$ cat config.mk
export PLATFORM = sky130hd
export DESIGN_NAME = ptsb_ctrl
export DESIGN_NICKNAME = d
export VERILOG_FILES = /design/src/sv/ptsb_pkg.sv /design/src/sv/ptsb_ctrl.sv
export VERILOG_INCLUDE_DIRS = /design/src /design/src/sv
export SDC_FILE = /design/constraint.sdc
export NUM_CORES = 1
export LEC_CHECK = 0
export ABC_AREA = 1
export BUFFER_PORTS_ARGS = -buffer_cell sky130_fd_sc_hd__buf_4
export CORE_ASPECT_RATIO = 0.8
export CORE_MARGIN = 2
export CORE_UTILIZATION = 47
export DETAILED_ROUTE_END_ITERATION = 8
export PLACE_DENSITY = 0.75
export SLEW_MARGIN = 10
export SYNTH_ARGS = -nofsm -noshare
export SYNTH_HDL_FRONTEND = slang
export SYNTH_SLANG_ARGS = --single-unit
$ cat constraint.sdc
create_clock -name i_clk -period 3.55 [get_ports i_clk]
set_clock_uncertainty 0.15 [all_clocks]
set_input_delay 0.1775 -clock i_clk [delete_from_list [all_inputs] [get_ports i_clk]]
set_output_delay 0.1775 -clock i_clk [all_outputs]
set_load 0.05 [all_outputs]
$ cat src/sv/point_to_scan_binner_assert.svh
// Assertion macros used by the point to scan binner controller.
`ifndef POINT_TO_SCAN_BINNER_ASSERT_SVH
`define POINT_TO_SCAN_BINNER_ASSERT_SVH
`ifndef SYNTHESIS
`define PTSB_ASSERT_IMP(lbl, clk, rst_n, pre, post) \
    lbl: assert property (@(posedge clk) disable iff (!rst_n) (pre) |-> (post)) \
        else $error("point_to_scan_binner: check failed");
`define PTSB_ASSERT_NXT(lbl, clk, rst_n, pre, post) \
    lbl: assert property (@(posedge clk) disable iff (!rst_n) (pre) |=> (post)) \
        else $error("point_to_scan_binner: check failed");
`else
`define PTSB_ASSERT_IMP(lbl, clk, rst_n, pre, post)
`define PTSB_ASSERT_NXT(lbl, clk, rst_n, pre, post)
`endif
`endif

$ cat src/sv/ptsb_pkg.sv
// Package: types, constants and the arctangent table of the point to scan binner.
`default_nettype none
package ptsb_pkg;

    localparam int MAX_BINS     = 1024;
    localparam int ADDR_W       = (MAX_BINS > 1) ? $clog2(MAX_BINS) : 1;
    localparam int CORDIC_STEPS = 16;
    localparam int SQRT_STEPS   = 19;
    localparam int DIV_STEPS    = 18;
    localparam int CW           = 22;
    localparam int ZW           = 26;
    localparam int CNT_W        = 5;

    localparam logic signed [ZW-1:0] QUARTER_TURN = 26'sd4194304;
    localparam logic [25:0]          PI_Q24       = 26'd52707179;

    typedef enum logic [2:0] {
        ST_STORED   = 3'd0,
        ST_APERTURE = 3'd1,
        ST_HEIGHT   = 3'd2,
        ST_RANGE    = 3'd3,
        ST_BEYOND   = 3'd4,
        ST_READ     = 3'd5
    } t_status;

    typedef enum logic [2:0] {
        REG_START = 3'd0,
        REG_END   = 3'd1,
        REG_STEP  = 3'd2,
        REG_NEAR  = 3'd3,
        REG_FAR   = 3'd4
    } t_reg_idx;

    typedef enum logic [3:0] {
        PH_NONE, PH_CLEAR, PH_LOAD, PH_PRE, PH_SQY, PH_ITER, PH_ROUND,
        PH_MUL1, PH_MUL2, PH_CHECK, PH_DIV, PH_WRITE, PH_RD, PH_OUT
    } t_phase;

    typedef struct packed {
        t_phase             phase;
        logic [CNT_W-1:0]   cnt;
        logic [ADDR_W-1:0]  clr_addr;
    } t_dp_cmd;

    typedef struct packed {
        logic op;
        logic rejected;
    } t_dp_stat;

    function automatic logic signed [ZW-1:0] atan_tab(input logic [3:0] i);
        logic signed [ZW-1:0] v;
        case (i)
            4'd0:    v = 26'sd2097152;
            4'd1:    v = 26'sd1238021;
            4'd2:    v = 26'sd654136;
            4'd3:    v = 26'sd332050;
            4'd4:    v = 26'sd166669;
            4'd5:    v = 26'sd83416;
            4'd6:    v = 26'sd41718;
            4'd7:    v = 26'sd20860;
            4'd8:    v = 26'sd10430;
            4'd9:    v = 26'sd5215;
            4'd10:   v = 26'sd2608;
            4'd11:   v = 26'sd1304;
            4'd12:   v = 26'sd652;
            4'd13:   v = 26'sd326;
            4'd14:   v = 26'sd163;
            default: v = 26'sd81;
        endcase
        return v;
    endfunction

endpackage
`default_nettype wire

$ cat src/sv/ptsb_ctrl.sv
// Controller: sequences clear pass, point processing and bin reads.
`default_nettype none
`include "point_to_scan_binner_assert.svh"
module ptsb_ctrl
    import ptsb_pkg::*;
(
    input  wire logic i_clk,
    input  wire logic i_rst_n,
    input  wire logic i_in_valid,
    output logic      o_in_ready,
    output logic      o_out_valid,
    input  wire logic i_out_ready,
    input  t_dp_stat  i_stat,
    output t_dp_cmd   o_cmd
);

    typedef enum logic [3:0] {
        S_CLEAR, S_IDLE, S_PRE, S_SQY, S_ITER, S_ROUND, S_MUL1, S_MUL2,
        S_CHECK, S_DIV, S_WRITE, S_RD, S_FIN
    } t_state;

    t_state            r_state;
    logic [CNT_W-1:0]  r_cnt;
    logic [ADDR_W-1:0] r_clr;
    logic              r_out_valid;
    logic              w_acc;
    logic              w_load_out;

    assign o_in_ready  = (r_state == S_IDLE);
    assign w_acc       = i_in_valid && o_in_ready;
    assign w_load_out  = (r_state == S_FIN) && (!r_out_valid || i_out_ready);
    assign o_out_valid = r_out_valid;

    always_comb begin
        o_cmd.cnt      = r_cnt;
        o_cmd.clr_addr = r_clr;
        unique case (r_state)
            S_CLEAR: o_cmd.phase = PH_CLEAR;
            S_IDLE:  o_cmd.phase = w_acc ? PH_LOAD : PH_NONE;
            S_PRE:   o_cmd.phase = PH_PRE;
            S_SQY:   o_cmd.phase = PH_SQY;
            S_ITER:  o_cmd.phase = PH_ITER;
            S_ROUND: o_cmd.phase = PH_ROUND;
            S_MUL1:  o_cmd.phase = PH_MUL1;
            S_MUL2:  o_cmd.phase = PH_MUL2;
            S_CHECK: o_cmd.phase = PH_CHECK;
            S_DIV:   o_cmd.phase = i_stat.rejected ? PH_NONE : PH_DIV;
            S_WRITE: o_cmd.phase = PH_WRITE;
            S_RD:    o_cmd.phase = PH_RD;
            S_FIN:   o_cmd.phase = w_load_out ? PH_OUT : PH_NONE;
            default: o_cmd.phase = PH_NONE;
        endcase
    end

    always_ff @(posedge i_clk) begin
        if (!i_rst_n) begin
            r_state     <= S_CLEAR;
            r_cnt       <= '0;
            r_clr       <= '0;
            r_out_valid <= 1'b0;
        end else begin
            if (w_load_out) begin
                r_out_valid <= 1'b1;
            end else if (i_out_ready) begin
                r_out_valid <= 1'b0;
            end
            unique case (r_state)
                S_CLEAR: begin
                    r_clr <= r_clr + 1'b1;
                    if (r_clr == ADDR_W'(MAX_BINS - 1)) begin
                        r_state <= S_IDLE;
                    end
                end
                S_IDLE: begin
                    if (w_acc) begin
                        r_state <= S_PRE;
                    end
                end
                S_PRE: begin
                    r_state <= i_stat.op ? S_RD : S_SQY;
                end
                S_SQY: begin
                    r_cnt   <= '0;
                    r_state <= S_ITER;
                end
                S_ITER: begin
                    if (r_cnt == CNT_W'(SQRT_STEPS - 1)) begin
                        r_cnt   <= '0;
                        r_state <= S_ROUND;
                    end else begin
                        r_cnt <= r_cnt + 1'b1;
                    end
                end
                S_ROUND: r_state <= S_MUL1;
                S_MUL1:  r_state <= S_MUL2;
                S_MUL2:  r_state <= S_CHECK;
                S_CHECK: begin
                    r_cnt   <= '0;
                    r_state <= S_DIV;
                end
                S_DIV: begin
                    if (i_stat.rejected) begin
                        r_state <= S_FIN;
                    end else if (r_cnt == CNT_W'(DIV_STEPS - 1)) begin
                        r_cnt   <= '0;
                        r_state <= S_WRITE;
                    end else begin
                        r_cnt <= r_cnt + 1'b1;
                    end
                end
                S_WRITE: r_state <= S_FIN;
                S_RD:    r_state <= S_FIN;
                S_FIN: begin
                    if (w_load_out) begin
                        r_state <= S_IDLE;
                    end
                end
                default: r_state <= S_IDLE;
            endcase
        end
    end

    `PTSB_ASSERT_NXT(a_acc_busy, i_clk, i_rst_n, w_acc, !o_in_ready)
    `PTSB_ASSERT_IMP(a_load_free, i_clk, i_rst_n, o_cmd.phase == PH_OUT, !r_out_valid || i_out_ready)
    `PTSB_ASSERT_IMP(a_cnt_bound, i_clk, i_rst_n, r_state == S_ITER, r_cnt < CNT_W'(SQRT_STEPS))
    `PTSB_ASSERT_IMP(a_clear_closed, i_clk, i_rst_n, r_state == S_CLEAR, !o_in_ready)

endmodule
`default_nettype wire

[Word-level counts from Yosys, hierarchy flattened]
Index checks and enable logic that the tools add are counted.
W data, S select, Z words.
Cells by class
  equality and inequality tests: 21
  add/sub/neg operators: 2
  multiplexer cells: 18
  reduce and logical (&&, ||, !) cells: 11
Operators by type and width (count)
  $pmux W4 S13: 1
  $pmux W4 S12: 1
  $mux W4: 9
  $eq A4 B4 Y1 const B: 5
  $eq A4 B3 Y1 const B: 4
  $mux W5: 3
  $pmux W5 S3: 1
  $add A10 B1 Y10 const B: 1
  $eq A10 B10 Y1 const B: 1
  $eq A5 B5 Y1 const B: 2
  $eq A4 B2 Y1 const B: 2
  $ne A2 B2 Y1 const B: 4
  $add A5 B1 Y5 const B: 1
  $reduce_and A5 Y1: 1
  $eq A4 B1 Y1 const B: 1
  $logic_not A4 Y1: 1
  $reduce_or A2 Y1: 2
  $ne A3 B3 Y1 const B: 1
  $reduce_bool A3 Y1: 1
  $logic_and A1 B1 Y1: 2
  $mux W1: 2
  $mux W2: 1
  $ne A2 B1 Y1 const B: 1
  $reduce_and A2 Y1: 1
  3 further kinds: 3
Storage, ports and cells
  logic and storage cells: 56
  input port bits: 6
  register bits after elaboration: 20
  output and inout port bits: 21

[Longest topological paths before layout]
  depth in word-level cells: 5
  depth in mapped cells: 12
  gate-level depth less buffers: 12

[Worst setup path after synthesis]
OpenSTA, ideal clock, no wires.
  kind: register to output
  start: register r_state[2]
  end: output port o_cmd[15] in the netlist's numbering
  data required time: 3.222 ns
  arrival time: 1.619 ns
  slack: 1.604 ns
  stages on the path, launching flop included: 4
  buffers on the path: 0
  cell sequence: dfxtp_1 -> nand2_1 -> inv_1 -> o21ai_0
RTL lines
  start: declaration: RTL line ptsb_ctrl.sv:22  | t_state r_state;
  start signal: assignment: RTL line ptsb_ctrl.sv:80  | r_state <= i_stat.op ? S_RD : S_SQY;
  end: declaration: RTL line ptsb_ctrl.sv:14  | output t_dp_cmd o_cmd

[Worst setup path in the final report]
  start: register r_clr[0]
  end: register r_state[3]
On the way
  longest elaborated chain between the ends: 3
RTL lines
  start: declaration: RTL line ptsb_ctrl.sv:24  | logic [ADDR_W-1:0] r_clr;
  start signal: assignment: RTL line ptsb_ctrl.sv:69  | r_clr <= r_clr + 1'b1;
  $eq A10 B10 Y1: RTL line ptsb_ctrl.sv:70  | if (r_clr == ADDR_W'(MAX_BINS - 1)) begin
  $ne A2 B2 Y1 (no line)
  $reduce_and A5 Y1 (no line)
Every way passes these cells.
A chain may end at the register's enable or synchronous reset.

==> results.py <==
metrics = {
    "synth": {
        "synth_top_area_share": 0.308,
        "ys_seq_elements": 20,
        "ys_seq_area_frac": 0.308,
        "syn_nets": 213,
        "synth.distinct_cells": 29,
        "synth_flop_cell": "dfxtp_1",
        "syn_area_per_cell_um2": 6.41,
        "yosys.area.top_type": "dfxtp_1",
        "synthArstFlopShare": 0,
        "syn_area_um2": 1300,
        "synth_edf_count": 0,
        "synthCells": 203,
        "ys_top_cells_by_area": "dfxtp_1 31%, nand2_1 16%, nor2_1 9.2%",
        "synth_warnings": 0,
    },
    "final_layout": {
        "n_antenna_cell": 0,
        "fillers": 263,
        "fin_nets": 246,
        "final-instance-count-excl-fill": 273,
        "layout-drive-gt1-share": 0.226,
        "synthToLayoutAreaGrowth_pct": 24.6,
        "final_util": 0.600,
    },
    "clock_tree": {
        "cts_htree_levels": 1,
        "clkTransAtPathRegs_ps": 110,
        "clkSinkCount": 20,
        "clk_path_buf_depth": 2,
        "cts_buffers": 3,
        "post_cts_buffers": 0,
        "postCtsHoldBufs": 3,
        "cts_root_buf": "clkbuf_4",
        "clk_latency_ps": 310,
        "cts_tree": "done",
        "cts-resized-gates": 0,
    },
    "grt": {
        "grt_pass1_vias": 1165,
        "grt_pass1_wl_um": 5010,
        "grt.busiest_layer": "met1",
        "grt.total_usage": 0.194,
        "grtUsageMet3": 0.0529,
        "grt_max_degree": 13,
        "antenna_found_initial": 0,
        "grt_use_met2": 0.276,
        "grt-ovfl-total": 0,
        "gr-usage-met1": 0.281,
    },
    "drt": {
        "post_drt_wl_per_cell_um": 10.0,
        "drc": 0,
        "drt_wl_total_um": 2740,
        "ant_nets": 0,
        "vias": 1277,
        "avgViaCountPerCell": 4.68,
        "drt_iter0_drc": 60,
        "drt_first_pass_iters": 4,
    },
    "pwr": {
        "seq_power_share": 0.307,
        "powerDensity_nw_per_um2": 615,
        "ir_worst_vdd_mv": 0.366,
        "power_frac_comb": 0.504,
        "internal-power_uw": 519,
        "p_leak_uw": 0.000769,
        "switching_power_uw": 478,
        "sw_frac_of_total": 0.479,
        "p_total_uw": 998,
        "pwr-share-clk": 0.189,
    },
    "run_status": {
        "outcome": "finished, final reports clean",
    },
    "place": {
        "hpwl_um": 2170,
        "portBuffers": 26,
        "dp.cells": 266,
        "place.gp.congestion": 0.835,
    },
    "setup_path": {
        "cp.required_ps": 3610,
        "cp-start-kind": "register",
        "crit_type": "register to register",
        "reg2regPathDepth": 9,
        "cp.arrival_ps": 2140,
        "end_kind": "register",
        "critPathMaxFanout": 5,
    },
    "floorplanning": {
        "fp.dieW_um": 62.8,
        "die_h_um": 51.1,
        "fp.coreArea_um2": 2700,
        "core.rowCount": 17,
        "die-area_um2": 3210,
        "io_pins": 27,
        "initial_core_util": 0.482,
    },
    "sta": {
        "hold_viol": 0,
        "rsz0062_at_grt": "no",
        "final.min_clock_period_ps": 2080,
        "fin_crit_sh": 0.586,
        "clock.fmax_mhz": 481,
        "tightest_slew_ps": 303,
        "max_slew_margin": 0.798,
        "drv_slew": 0,
        "timing.hold.ws_ps": 14.5,
        "setup-tns-final_ps": 0,
        "setup_viol": 0,
    },
    "worst_hold_path": {
        "hp-class": "primary input to register",
        "min_delay_path_depth": 4,
    },
    "job": {
        "maxCapViolations": 0,
    },
}
## layer usage
metal / wire length, µm / vias up
li1: - / 709
met4: 20 / 0
met1: 1480 / 539
met5: 0 / -
met3: 140 / 3
met2: 1100 / 26
## placed cells by master (no fill, tap or decap), drive strengths merged
| cell | instances |
|---|---|
| a21oi | 8 |
| dlygate4sd3 | 3 |
| buf | 26 |
| dfxtp | 20 |
| nor2 | 39 |
| ha | 4 |
| o21ai | 10 |
| a31o | 1 |
| nor3 | 8 |
| o211ai | 1 |
| o2111ai | 1 |
| nand2 | 58 |
| o21a | 1 |
| inv | 31 |
| nand3 | 13 |
| a311oi | 1 |
| nand4 | 3 |
| bufinv | 1 |
| nor3b | 1 |
| clkbuf | 3 |
| o21bai | 1 |
| a31oi | 1 |
## layout make-up
| class | count | area, µm² | area share |
|---|---|---|---|
| clock buffer | 3 | 22.5 | 0.0139 |
| sequential | 20 | 400 | 0.247 |
| multi-input combinational | 151 | 779 | 0.481 |
| tap | 38 | 47.5 | 0.0293 |
| inverter | 31 | 116 | 0.0718 |
| timing repair buffer | 29 | 225 | 0.139 |
| clock inverter | 1 | 30.0 | 0.0185 |
## flip-flops by register name, indices dropped and copies added (netlist names)
name / cells
r_clr: 10
r_cnt: 5
r_state: 4
o_out_valid: 1
## logic make-up (layout without fill, tap and decap cells)
kind of cell    after synthesis  in the layout  share of synthesized area
simple gates                122            122                      0.446
buf+inv                      32             64                     0.0933
flops                        20             20                      0.308
compound gates               25             25                      0.114
fa+ha+maj                     4              4                     0.0385
## through the flow
step / cell area (µm²) / setup slack, ps
5_1_grt: 1620 / 1330
6_report: 1620 / 1470
2_1_floorplan: 1300 / 1600
3_5_place_dp: 1540 / 1950
3_3_place_gp: 1540 / 1940
4_1_cts: 1620 / 1480
## power groups by stage
| stage | clock network [µW] | logic [µW] | registers [µW] |
|---|---|---|---|
| after floorplan | 0 | 314 | 374 |
| after global placement | 0 | 498 | 308 |
| after detailed placement | 0 | 499 | 309 |
| after CTS | 196 | 503 | 305 |
| after global routing | 204 | 554 | 312 |
| final | 189 | 503 | 306 |
## critical path, cell delays in order (launching register included)
cell,delay (ps)
dfxtp_1,430
ha_1,180
inv_1,80
nor2_1,140
nand2_1,100
o21ai_2,150
nand4_1,110
nand2_1,70
nor2_1,30
dlygate4sd3_1,540
## cells in the mapped netlist (2+ instances only)
cell	number
nor3_1	5
o21ai_0	8
nand3_2	3
nor3_4	2
nor2_1	32
nor2_2	5
dfxtp_1	20
nand3_1	10
a21oi_1	8
inv_1	27
nand2_2	3
nand2_1	54
ha_1	4
inv_2	4
nand4_1	3
nor2_4	2
## path summary, 6_finish.rpt
| path | startpoint | endpoint | slack [ps] |
|---|---|---|---|
| worst max-delay path | r_clr[0] | r_state[3] | 1470 |
| worst min-delay path | i_out_ready | o_out_valid | 10 |
| worst max register to register | r_clr[0] | r_state[3] | 1470 |
| worst min register to register | r_clr[5] | r_clr[5] | 360 |
Note: power is estimated with default switching activity, not from simulation.
